**src/rtl/tklx_pkg.sv**
```systemverilog
`timescale 1ns / 1ps
// ----------------------------------------------------------------------------
// Token lexer package
// Shared types, character codes, keyword spellings and helper functions.
// ----------------------------------------------------------------------------
package tklx_pkg;

	localparam int OFFSET_BITS_DEF = 16;
	localparam int QUEUE_DEPTH_DEF = 4;
	localparam int TOK_PER_ENTRY   = 3;

	localparam logic [15:0] LEN_MAX = 16'hFFFF;

	localparam logic [7:0] CH_NUL   = 8'h00;
	localparam logic [7:0] CH_TAB   = 8'h09;
	localparam logic [7:0] CH_LF    = 8'h0A;
	localparam logic [7:0] CH_CR    = 8'h0D;
	localparam logic [7:0] CH_SP    = 8'h20;
	localparam logic [7:0] CH_LPAR  = 8'h28;
	localparam logic [7:0] CH_RPAR  = 8'h29;
	localparam logic [7:0] CH_PLUS  = 8'h2B;
	localparam logic [7:0] CH_COMMA = 8'h2C;
	localparam logic [7:0] CH_DASH  = 8'h2D;
	localparam logic [7:0] CH_COLON = 8'h3A;
	localparam logic [7:0] CH_GT    = 8'h3E;
	localparam logic [7:0] CH_LBRC  = 8'h7B;
	localparam logic [7:0] CH_RBRC  = 8'h7D;
	localparam logic [7:0] CH_0     = 8'h30;
	localparam logic [7:0] CH_9     = 8'h39;
	localparam logic [7:0] CH_UA    = 8'h41;
	localparam logic [7:0] CH_UZ    = 8'h5A;
	localparam logic [7:0] CH_LA    = 8'h61;
	localparam logic [7:0] CH_LZ    = 8'h7A;

	localparam logic [3:0][7:0] KW_PROC = "proc";
	localparam logic [3:0][7:0] KW_NONE = "none";

	typedef enum logic [3:0] {
		TK_EOF     = 4'd0,
		TK_COMMA   = 4'd1,
		TK_COLON   = 4'd2,
		TK_DASH    = 4'd3,
		TK_ARROW   = 4'd4,
		TK_PLUS    = 4'd5,
		TK_LPAR    = 4'd6,
		TK_RPAR    = 4'd7,
		TK_LBRC    = 4'd8,
		TK_RBRC    = 4'd9,
		TK_LOWERID = 4'd10,
		TK_UPPERID = 4'd11,
		TK_PROC    = 4'd12,
		TK_NONE    = 4'd13,
		TK_INVALID = 4'd14
	} tok_kind_t;

	typedef enum logic [2:0] {
		PM_IDLE  = 3'b001,
		PM_IDENT = 3'b010,
		PM_DASH  = 3'b100
	} pend_mode_t;

	typedef struct packed {
		logic [7:0] char_code;
		logic       end_of_input;
	} lex_in_t;

	typedef struct packed {
		tok_kind_t   token_kind;
		logic [15:0] token_start;
		logic [15:0] token_length;
		logic        last_of_run;
	} lex_out_t;

	typedef struct packed {
		tok_kind_t   kind;
		logic [15:0] start;
		logic [15:0] length;
	} tok_t;

	typedef struct packed {
		tok_t [TOK_PER_ENTRY-1:0] tok;
		logic [1:0]               cnt;
	} q_entry_t;

	function automatic logic is_lower(input logic [7:0] c);
		return (c >= CH_LA) && (c <= CH_LZ);
	endfunction

	function automatic logic is_upper(input logic [7:0] c);
		return (c >= CH_UA) && (c <= CH_UZ);
	endfunction

	function automatic logic is_digit(input logic [7:0] c);
		return (c >= CH_0) && (c <= CH_9);
	endfunction

	function automatic logic [15:0] sat_inc(input logic [15:0] len);
		return (len == LEN_MAX) ? len : len + 16'd1;
	endfunction

	// Clears a keyword flag once the character at this place differs; clears both past the fourth character.
	function automatic logic [1:0] kw_match(input logic [1:0] flags, input logic [15:0] len,
		input logic [7:0] c);
		logic [1:0] f;
		logic [1:0] pos;
		f   = flags;
		pos = 2'd3 - len[1:0];
		if (len < 16'd4) begin
			if (c != KW_PROC[pos]) f[0] = 1'b0;
			if (c != KW_NONE[pos]) f[1] = 1'b0;
		end else begin
			f = 2'b00;
		end
		return f;
	endfunction

	function automatic tok_kind_t ident_kind(input logic upper, input logic [15:0] len,
		input logic [1:0] flags);
		tok_kind_t k;
		k = upper ? TK_UPPERID : TK_LOWERID;
		if (len == 16'd4) begin
			if (flags[0]) k = TK_PROC;
			else if (flags[1]) k = TK_NONE;
		end
		return k;
	endfunction

endpackage

```
**src/rtl/tklx_front.sv**
```systemverilog
`timescale 1ns / 1ps
// ----------------------------------------------------------------------------
// Token lexer front end
// Classifies one byte per cycle while the queue has room and packs the tokens it completes into a
// queue entry.
// ----------------------------------------------------------------------------
module tklx_front #(
	parameter int OFFSET_BITS = tklx_pkg::OFFSET_BITS_DEF
) (
	input  logic               clk,
	input  logic               arst_n,
	input  logic               in_valid,
	output logic               in_ready,
	input  tklx_pkg::lex_in_t  in_data,
	input  logic               q_ready,
	output logic               q_push,
	output tklx_pkg::q_entry_t q_entry
);

	tklx_pkg::pend_mode_t   mode_q, mode_b, mode_n;
	logic                   upper_q, upper_b;
	logic [15:0]            len_q, len_b;
	logic [1:0]             flags_q, flags_b;
	logic [OFFSET_BITS-1:0] pstart_q, pstart_b;
	logic [OFFSET_BITS-1:0] offset_q, offset_n;
	logic [7:0]             c;
	logic                   consumed;
	logic                   accept;
	logic [3:0]             cand_v;
	tklx_pkg::tok_t [3:0]   cand;
	tklx_pkg::q_entry_t     entry;
	logic [1:0]             k;

	function automatic logic [15:0] to_start(input logic [OFFSET_BITS-1:0] p);
		logic [OFFSET_BITS+15:0] w;
		w = {16'b0, p};
		return w[15:0];
	endfunction

	assign c        = in_data.char_code;
	assign offset_n = offset_q + 1'b1;
	assign in_ready = q_ready;
	assign accept   = in_valid && in_ready;

	always_comb begin
		mode_b   = mode_q;
		upper_b  = upper_q;
		len_b    = len_q;
		flags_b  = flags_q;
		pstart_b = pstart_q;
		consumed = 1'b0;
		cand_v   = '0;
		cand     = '0;

		case (mode_q)
			tklx_pkg::PM_DASH: begin
				cand_v[0] = 1'b1;
				if (c == tklx_pkg::CH_GT) begin
					cand[0]  = '{tklx_pkg::TK_ARROW, to_start(pstart_q), 16'd2};
					consumed = 1'b1;
				end else begin
					cand[0] = '{tklx_pkg::TK_DASH, to_start(pstart_q), 16'd1};
				end
				mode_b = tklx_pkg::PM_IDLE;
			end
			tklx_pkg::PM_IDENT: begin
				if (tklx_pkg::is_lower(c) || tklx_pkg::is_upper(c) || tklx_pkg::is_digit(c)) begin
					flags_b  = tklx_pkg::kw_match(flags_q, len_q, c);
					len_b    = tklx_pkg::sat_inc(len_q);
					consumed = 1'b1;
				end else begin
					cand_v[0] = 1'b1;
					cand[0]   = '{tklx_pkg::ident_kind(upper_q, len_q, flags_q),
						to_start(pstart_q), len_q};
					mode_b    = tklx_pkg::PM_IDLE;
				end
			end
			default: begin
				mode_b = tklx_pkg::PM_IDLE;
			end
		endcase

		if (!consumed) begin
			cand_v[1] = 1'b1;
			cand[1]   = '{tklx_pkg::TK_INVALID, to_start(offset_q), 16'd1};
			case (c)
				tklx_pkg::CH_SP, tklx_pkg::CH_TAB, tklx_pkg::CH_CR, tklx_pkg::CH_LF: begin
					cand_v[1] = 1'b0;
				end
				tklx_pkg::CH_NUL:   cand[1].kind = tklx_pkg::TK_EOF;
				tklx_pkg::CH_COMMA: cand[1].kind = tklx_pkg::TK_COMMA;
				tklx_pkg::CH_COLON: cand[1].kind = tklx_pkg::TK_COLON;
				tklx_pkg::CH_PLUS:  cand[1].kind = tklx_pkg::TK_PLUS;
				tklx_pkg::CH_LPAR:  cand[1].kind = tklx_pkg::TK_LPAR;
				tklx_pkg::CH_RPAR:  cand[1].kind = tklx_pkg::TK_RPAR;
				tklx_pkg::CH_LBRC:  cand[1].kind = tklx_pkg::TK_LBRC;
				tklx_pkg::CH_RBRC:  cand[1].kind = tklx_pkg::TK_RBRC;
				tklx_pkg::CH_DASH: begin
					cand_v[1] = 1'b0;
					mode_b    = tklx_pkg::PM_DASH;
					pstart_b  = offset_q;
				end
				default: begin
					if (tklx_pkg::is_lower(c) || tklx_pkg::is_upper(c)) begin
						cand_v[1] = 1'b0;
						mode_b    = tklx_pkg::PM_IDENT;
						pstart_b  = offset_q;
						upper_b   = tklx_pkg::is_upper(c);
						len_b     = 16'd1;
						flags_b   = tklx_pkg::kw_match(2'b11, 16'd0, c);
					end
				end
			endcase
		end

		mode_n = mode_b;
		if (in_data.end_of_input) begin
			case (mode_b)
				tklx_pkg::PM_IDENT: begin
					cand_v[2] = 1'b1;
					cand[2]   = '{tklx_pkg::ident_kind(upper_b, len_b, flags_b),
						to_start(pstart_b), len_b};
				end
				tklx_pkg::PM_DASH: begin
					cand_v[2] = 1'b1;
					cand[2]   = '{tklx_pkg::TK_DASH, to_start(pstart_b), 16'd1};
				end
				default: begin
					cand_v[2] = 1'b0;
				end
			endcase
			mode_n = tklx_pkg::PM_IDLE;
			if (c != tklx_pkg::CH_NUL) begin
				cand_v[3] = 1'b1;
				cand[3]   = '{tklx_pkg::TK_EOF, to_start(offset_n), 16'd0};
			end
		end
	end

	always_comb begin
		entry = '0;
		k     = 2'd0;
		for (int i = 0; i < 4; i++) begin
			if (cand_v[i]) begin
				entry.tok[k] = cand[i];
				k            = k + 2'd1;
			end
		end
		entry.cnt = k;
	end

	assign q_push  = accept && (entry.cnt != 2'd0);
	assign q_entry = entry;

	always_ff @(posedge clk or negedge arst_n) begin
		if (!arst_n) begin
			mode_q   <= tklx_pkg::PM_IDLE;
			upper_q  <= 1'b0;
			len_q    <= 16'd0;
			flags_q  <= 2'b11;
			pstart_q <= '0;
			offset_q <= '0;
		end else if (accept) begin
			mode_q   <= mode_n;
			upper_q  <= upper_b;
			len_q    <= len_b;
			flags_q  <= flags_b;
			pstart_q <= pstart_b;
			offset_q <= offset_n;
		end
	end

endmodule

```
**src/rtl/tklx_queue.sv**
```systemverilog
`timescale 1ns / 1ps
// ----------------------------------------------------------------------------
// Token lexer entry queue
// Small FIFO of token groups between the front end and the back end.
// ----------------------------------------------------------------------------
module tklx_queue #(
	parameter int QUEUE_DEPTH = tklx_pkg::QUEUE_DEPTH_DEF
) (
	input  logic               clk,
	input  logic               arst_n,
	input  logic               push,
	input  tklx_pkg::q_entry_t wr_entry,
	output logic               wr_ready,
	input  logic               pop,
	output logic               rd_valid,
	output tklx_pkg::q_entry_t rd_entry
);

	localparam int PTR_W = $clog2(QUEUE_DEPTH);
	localparam int CNT_W = $clog2(QUEUE_DEPTH + 1);
	localparam logic [PTR_W-1:0] PTR_LAST = PTR_W'(QUEUE_DEPTH - 1);
	localparam logic [CNT_W-1:0] CNT_FULL = CNT_W'(QUEUE_DEPTH);

	tklx_pkg::q_entry_t mem_q [QUEUE_DEPTH];
	logic [PTR_W-1:0]   wr_ptr_q, rd_ptr_q;
	logic [CNT_W-1:0]   count_q;
	logic               do_push, do_pop;

	assign wr_ready = (count_q != CNT_FULL);
	assign rd_valid = (count_q != '0);
	assign rd_entry = mem_q[rd_ptr_q];
	assign do_push  = push && wr_ready;
	assign do_pop   = pop && rd_valid;

	always_ff @(posedge clk) begin
		if (do_push) begin
			mem_q[wr_ptr_q] <= wr_entry;
		end
	end

	always_ff @(posedge clk or negedge arst_n) begin
		if (!arst_n) begin
			wr_ptr_q <= '0;
			rd_ptr_q <= '0;
			count_q  <= '0;
		end else begin
			if (do_push) begin
				wr_ptr_q <= (wr_ptr_q == PTR_LAST) ? '0 : wr_ptr_q + 1'b1;
			end
			if (do_pop) begin
				rd_ptr_q <= (rd_ptr_q == PTR_LAST) ? '0 : rd_ptr_q + 1'b1;
			end
			if (do_push && !do_pop) begin
				count_q <= count_q + 1'b1;
			end else if (do_pop && !do_push) begin
				count_q <= count_q - 1'b1;
			end
		end
	end

endmodule

```
**src/rtl/tklx_back.sv**
```systemverilog
`timescale 1ns / 1ps
// ----------------------------------------------------------------------------
// Token lexer back end
// Walks the tokens of the queue head and presents them one per transaction.
// ----------------------------------------------------------------------------
module tklx_back (
	input  logic                clk,
	input  logic                arst_n,
	input  logic                rd_valid,
	input  tklx_pkg::q_entry_t  rd_entry,
	output logic                pop,
	output logic                out_valid,
	input  logic                out_ready,
	output tklx_pkg::lex_out_t  out_data
);

	logic [1:0]     idx_q;
	logic           last;
	logic           accept;
	tklx_pkg::tok_t cur;

	assign cur       = rd_entry.tok[idx_q];
	assign last      = (idx_q == rd_entry.cnt - 2'd1);
	assign out_valid = rd_valid;
	assign accept    = out_valid && out_ready;
	assign pop       = accept && last;

	assign out_data.token_kind   = cur.kind;
	assign out_data.token_start  = cur.start;
	assign out_data.token_length = cur.length;
	assign out_data.last_of_run  = last;

	always_ff @(posedge clk or negedge arst_n) begin
		if (!arst_n) begin
			idx_q <= 2'd0;
		end else if (accept) begin
			idx_q <= last ? 2'd0 : idx_q + 2'd1;
		end
	end

endmodule

```
**src/rtl/token_lexer.sv**
```systemverilog
`timescale 1ns / 1ps
// ----------------------------------------------------------------------------
// Token lexer
// Byte-serial lexical analyzer: a front end classifies source bytes, a queue
// holds the token groups, and a back end hands out tokens one at a time.
// ----------------------------------------------------------------------------
// Channel | Signals                      | Payload
// input   | in_valid, in_ready, in_data  | char_code, end_of_input
// output  | out_valid, out_ready, out_data | token_kind, token_start,
//         |                              | token_length, last_of_run
//
// The front end takes one byte per cycle while the queue has room.
// The back end gives one token per cycle while out_ready is high; a byte that completes
// more than one token has them handed out one at a time, so sustained rate is set by the token count.
// Reset clears the lexer state, the queue and the token index.
// Output stalls back up through the queue; input stalls only when it fills.
// ----------------------------------------------------------------------------
module token_lexer #(
	parameter int OFFSET_BITS = tklx_pkg::OFFSET_BITS_DEF,
	parameter int QUEUE_DEPTH = tklx_pkg::QUEUE_DEPTH_DEF
) (
	input  logic               clk,
	input  logic               arst_n,
	input  logic               in_valid,
	output logic               in_ready,
	input  tklx_pkg::lex_in_t  in_data,
	output logic               out_valid,
	input  logic               out_ready,
	output tklx_pkg::lex_out_t out_data
);

	logic               q_push, q_wr_ready, q_pop, q_rd_valid;
	tklx_pkg::q_entry_t q_wr_entry, q_rd_entry;

	tklx_front #(
		.OFFSET_BITS(OFFSET_BITS)
	) u_front (
		.clk      (clk),
		.arst_n   (arst_n),
		.in_valid (in_valid),
		.in_ready (in_ready),
		.in_data  (in_data),
		.q_ready  (q_wr_ready),
		.q_push   (q_push),
		.q_entry  (q_wr_entry)
	);

	tklx_queue #(
		.QUEUE_DEPTH(QUEUE_DEPTH)
	) u_queue (
		.clk      (clk),
		.arst_n   (arst_n),
		.push     (q_push),
		.wr_entry (q_wr_entry),
		.wr_ready (q_wr_ready),
		.pop      (q_pop),
		.rd_valid (q_rd_valid),
		.rd_entry (q_rd_entry)
	);

	tklx_back u_back (
		.clk       (clk),
		.arst_n    (arst_n),
		.rd_valid  (q_rd_valid),
		.rd_entry  (q_rd_entry),
		.pop       (q_pop),
		.out_valid (out_valid),
		.out_ready (out_ready),
		.out_data  (out_data)
	);

endmodule

```
**config.mk**
```make
export PLATFORM = sky130hd
export DESIGN_NAME = token_lexer
export DESIGN_NICKNAME = d
export VERILOG_FILES = /design/src/rtl/tklx_pkg.sv /design/src/rtl/tklx_front.sv /design/src/rtl/tklx_queue.sv /design/src/rtl/tklx_back.sv /design/src/rtl/token_lexer.sv
export SDC_FILE = /design/constraint.sdc
export NUM_CORES = 1
export LEC_CHECK = 0
export ABC_CLOCK_PERIOD_IN_PS = 8200
export BUFFER_PORTS_ARGS = -buffer_cell sky130_fd_sc_hd__buf_2
export CAP_MARGIN = 10
export CORE_ASPECT_RATIO = 1.25
export CORE_MARGIN = 2
export CORE_UTILIZATION = 40
export CTS_BUF_LIST = sky130_fd_sc_hd__clkbuf_2
export CTS_CLUSTER_SIZE = 30
export DETAILED_ROUTE_END_ITERATION = 10
export REMOVE_ABC_BUFFERS = 1
export SYNTH_ARGS = -nofsm -noshare
export SYNTH_HDL_FRONTEND = slang
export SYNTH_HIERARCHICAL = 1
export SYNTH_SLANG_ARGS = --single-unit
```
**constraint.sdc**
```tcl
create_clock -name clk -period 8.2 [get_ports clk]
set_clock_uncertainty 0.15 [all_clocks]
set_input_delay 0.41 -clock clk [delete_from_list [all_inputs] [get_ports clk]]
set_output_delay 0.41 -clock clk [all_outputs]
set_load 0.02 [all_outputs]
```
# Word level (Yosys, flattened, before mapping)
# Memory sizes are Yosys's and may differ from the RTL's.
# Index checks and enable logic that the tools add are counted.
[word_totals]
memories = 1
output_inout_bits = 39
ramBits = 440
register_bits = 63
word_cells = 179
[mem_list]
columns = ["name", "words", "width", "rd", "rd_clocked_by_memory_dff", "wr", "line_no", "rtl"]
rows = [
  ["u_queue.mem_q", 4, 110, 1, 0, 1, "tklx_queue.sv:24", "tklx_pkg::q_entry_t mem_q [QUEUE_DEPTH];"],
]
[classes]
eq_ne = 28
addsub = 12
n_mux = 85
order_cmp = 15
reduce_logical = 28
[op_table]
columns = ["cell", "count"]
rows = [
  ["$bwmux W108", 3],
  ["$mux W108", 3],
  ["$mux W36", 7],
  ["$demux W36 S2", 3],
  ["$pmux W36 S2", 2],
  ["$mux W16", 8],
  ["$bmux W36 S2", 1],
  ["$mux W72", 1],
  ["$eq A8 B6 Y1 const B", 8],
  ["$mux W35", 1],
  ["$add A16 B1 Y16 const B", 2],
  ["$bmux W8 S2", 2],
  ["$eq A16 B3 Y1 const B", 2],
  ["$mux W32", 1],
  ["$pmux W16 S2", 1],
  ["$pmux W4 S8", 1],
  ["$mux W2", 13],
  ["$eq A8 B4 Y1 const B", 3],
  ["$mux W4", 6],
  ["$mux W3", 7],
  ["$mux W1", 19],
  ["$eq A16 B16 Y1 const B", 1],
  ["$eq A8 B7 Y1 const B", 2],
  ["$ge A8 B7 Y1 const B", 2],
  ["36 further kinds", 69],
]

# Logic depth before layout (Yosys ltp)
[logic_depth]
ltp_word = 23
ltp_mapped = 22
depth_no_buf = 20

# Hierarchy
# The synthesis kept the hierarchy.
[modules_own_cells]
columns = ["module", "seq_area_each_um2", "instances", "area_per_inst_um2", "cells_per_inst"]
rows = [
  ["tklx_queue", 13387.8, 1, 16316.9, 611],
  ["tklx_front", 1355.0, 1, 5750.5, 790],
  ["tklx_back", 50.0, 1, 893.4, 139],
]

# Worst setup path after synthesis
# OpenSTA, ideal clock, no wires.
[synth_path]
path_type = "input -> register"
from = "in in_data[2] in the netlist's numbering"
to = "mem u_queue/mem_q[0][0] in the netlist's numbering (enable)"
cell_stages = 14
required_ns = 7.630
slack_ns = 2.904
t_arrival_ns = 4.726
setup_ns = 0.420
path_cell_list = "buf_4 nor4_1 nor3_1 a21o_1 nor4_1 and3_1 ha_1 xnor2_1 inv_1 ha_1 mux2i_1 nor2_1 nor2_1 and3_2"
[synth_lines]
columns = ["element", "line_no", "rtl"]
rows = [
  ["start, declared", "token_lexer.sv:26", "input tklx_pkg::lex_in_t in_data,"],
  ["end, declared", "tklx_queue.sv:24", ""],
]

==> flow_summary.toml <==
[run_status]
outcome = "finished, final reports clean"

[critical_path]
reg2reg_depth = 13
required_ns = 8.75
crit_path_end_kind = "flop"
cp_cell_sequence = "dlygate4sd3_1 > buf_2 > nand2_1 > dlygate4sd3_1 > and3_2 > a21oi_4 > a21o_4 > and3_1 > ha_1 > xnor2_1 > inv_1 > ha_1 > mux2i_1 > nor2_1 > nor2_1 > and3_4 > buf_4"
critPathKind = "in2reg"
reg2reg_from = "u_front/mode_q[0]$_DFFE_PN1P_"
worstPathArrival_ns = 6.22
max_stage_delay_ns = 0.92
r2r_end = "u_queue/mem_q[0][94]$_DFFE_PP_"
crit_path_top_delay_cell = "and3_4"
critPathLaunchType = "primary input"
r2r_setup_slack_ns = 3.13
worst-path-max-fanout = 60

[routing]
postRouteWirelength_um = 54400
drc = 0
drt-initial-drc-count = 1098
avgRoutedWirePerCell_um = 22.0
vias_per_cell = 5.54
antenna_left = 0
vias = 13712
dr.pass1.iters = 5

[grt]
grt_max_degree = 88
track_usage_pct = 18.8
grt_pass1_wl_um = 84500
first_global_vias = 14458
overflow = 0
antenna_found_initial = 1

[sta]
tns_ns = 0
post-route-min-period_ns = 5.67
relSlewSlack_pct = 25.8
tightest_slew_ns = 1.11
fin_crit_sh_pct = 69.2
fmax_ghz = 0.176
hold_ws_ns = 0.198
hold_viol = 0
setup_viol = 0
rsz0062_at_grt = "false"
slew_violations = 0

[layout]
fill_cells = 5111
fin_cells = 2476
drive_gt1_share_pct = 24.6
final_area_um2 = 25100
synthToLayoutAreaGrowth_pct = 9.13
nets = 1665

[floorplan]
start_util_pct = 40.3
core_um2 = 57000
rows = 98
fp.dieArea_um2 = 59300
die-height_um = 272
die_width_um = 218
boundaryPins = 52

[clocking]
clkTransAtPathRegs_ns = 0.10
clk_latency_ns = 1.09
htreeDepth = 3
cts_sinks = 503
cts_tree = "built"
clockRootBuffer = "clkbuf_2"
max-clock-path-buffers = 3
numCtsBuffers = 114
cts_resized = 0

[hold_path]
whs_path_depth = 6
worstHoldStart = "in_data[2]"
min_path_type = "in2reg"
min_to = "u_front/mode_q[0]$_DFFE_PN1P_"

[logic_synthesis]
syn_inst = 1540
synth_edf_count = 440
yosys_warnings = 6
syn_area_um2 = 23000
avgSynthCellArea_um2 = 14.9
synth_seq_cells = 503
ys_types = 84
ys_seq_area_share_pct = 64.4
yosys_most_used_dff = "edfxtp_1"
synthArstFlopShare_pct = 12.5

[place]
gp_congestion = 0.894
dpl_cell_area_um2 = 23700
place_inst = 2244
dp_hpwl_um = 33200
io_buffers = 51

[power]
ir_worst_vdd_uv = 211
p_per_area_nw_per_um2 = 300
total_power_mw = 7.52
p_leak_nw = 8.70

[run]
max-cap-violations = 0
-- timing repair --
action	4_1_cts	5_1_grt
hold endpoints to repair	175	0
setup buffers	0	0
setup endpoints to repair	0	0
hold buffers	24	0
-- placed cells by master (no fill, tap or decap), types with 10 or more instances in the layout --
cell and count:
a21oi_1 39, a221o_1 11, and3_1 19, buf_2 51, buf_4 21, clkbuf_2 170
clkinv_1 23, dfrtp_1 56, dlygate4sd3_1 24, edfxtp_1 440, ha_1 17, inv_1 18
mux2i_1 53, mux4_2 110, nand2_1 148, nand3_1 22, nor2_1 98, nor3_1 15
nor3b_1 11, o21ai_0 75, o21ai_1 41, o221ai_1 11, o22ai_1 18, xnor2_1 40
xor2_1 10
-- registers in the layout, indices dropped and copies added (netlist names), 3 cells and up --
name,count
u_front/pstart_q,16
u_front/len_q,16
u_queue/mem_q,440
u_front/mode_q,3
u_front/offset_q,16
u_queue/count_q,3
-- cell usage after synthesis, types with 9 or more instances --
cell type | count | area share (%)
nor4_1 | 9 | 0.25
mux2i_1 | 53 | 2.3
a221o_1 | 11 | 0.48
xnor2_1 | 40 | 1.5
buf_2 | 43 | 0.94
mux4_2 | 110 | 11
o21ai_1 | 41 | 0.89
nand3_1 | 22 | 0.48
o221ai_1 | 11 | 0.42
nor2_1 | 98 | 1.6
nand4_1 | 9 | 0.25
or3_1 | 9 | 0.25
clkbuf_1 | 51 | 0.83
ha_1 | 17 | 0.93
nor3b_1 | 11 | 0.36
o21ai_0 | 75 | 1.6
nand2_1 | 149 | 2.4
nor3_1 | 15 | 0.33
and3_1 | 19 | 0.52
edfxtp_1 | 440 | 58
a21oi_1 | 39 | 0.85
dfrtp_1 | 60 | 6.5
inv_1 | 18 | 0.29
buf_6 | 14 | 0.69
xor2_1 | 10 | 0.38
o22ai_1 | 18 | 0.49
buf_4 | 9 | 0.29
-- final cells by class --
cell class                 instances  area, µm²  area share [%]
clock buffer                     170        851            3.40
multi-input combinational        899       7480            29.9
inverter                          18       67.6           0.270
sequential                       503      14800            59.1
tap                              750        938            3.74
timing repair buffer              98        693            2.77
antenna                            1       2.50         0.00999
clock inverter                    37        220           0.879
-- where the power goes --
group / internal, mW / switching, mW / leakage [nW]
combinational: 1.01 / 1.45 / 2.91
sequential: 3.23 / 0.249 / 4.97
clock: 0.623 / 0.960 / 0.814
total: 4.86 / 2.65 / 8.70
-- cells by family (layout without fill, tap and decap cells) --
group / count (synthesis) / after routing / share of synthesized area [%]
compound gates: 262 / 262 / 7.55
xor+xnor: 50 / 50 / 1.91
fa+ha+maj: 18 / 18 / 1.01
buf+inv: 138 / 323 / 3.10
flops: 503 / 503 / 64.4
mux: 175 / 175 / 13.7
other cells: 0 / 1 / 0
simple gates: 394 / 394 / 8.26
-- worst max path at each step --
stage	from	slack, ns	end
2_1_floorplan	u_queue/rd_ptr_q[0]$_DFFE_PN0P_	1.25	u_queue/count_q[1]$_DFFE_PN0P_
5_1_grt	in_data[4]	2.22	u_queue/mem_q[0][94]$_DFFE_PP_
6_report	in_data[4]	2.53	u_queue/mem_q[0][94]$_DFFE_PP_
3_3_place_gp	in_data[2]	2.17	u_queue/mem_q[0][78]$_DFFE_PP_
3_5_place_dp	in_data[2]	2.15	u_queue/mem_q[0][78]$_DFFE_PP_
4_1_cts	in_data[4]	2.65	u_queue/mem_q[0][94]$_DFFE_PP_
-- critical path, delay by kind of cell --
| kind | cells | cell delay, ns |
|---|---|---|
| AND/OR/NAND/NOR | 6 | 1.88 |
| buffers and inverters | 5 | 1.85 |
| AO/OA/AOI/OAI | 2 | 0.72 |
| adder cells (fa/ha/maj) | 2 | 0.61 |
| XOR/XNOR | 1 | 0.40 |
| multiplexers | 1 | 0.33 |
-- per-stage QoR --
stage	setup slack, ns	utilization, %
CTS	2.65	43.9
finish	2.53	43.9
detailed placement	2.15	41.6
global route	2.22	43.9
floorplan	1.25	-
global placement	2.17	41.6
-- layer usage --
metal / global-route usage (%) / wire [µm] / vias to the layer above
met5: 0 / 0 / -
met4: 7.47 / 1350 / 0
met3: 2.78 / 2320 / 82
met2: 31.9 / 27500 / 371
met1: 24.3 / 23200 / 7018
li1: - / - / 6241
(Power assumes the default switching activity.)
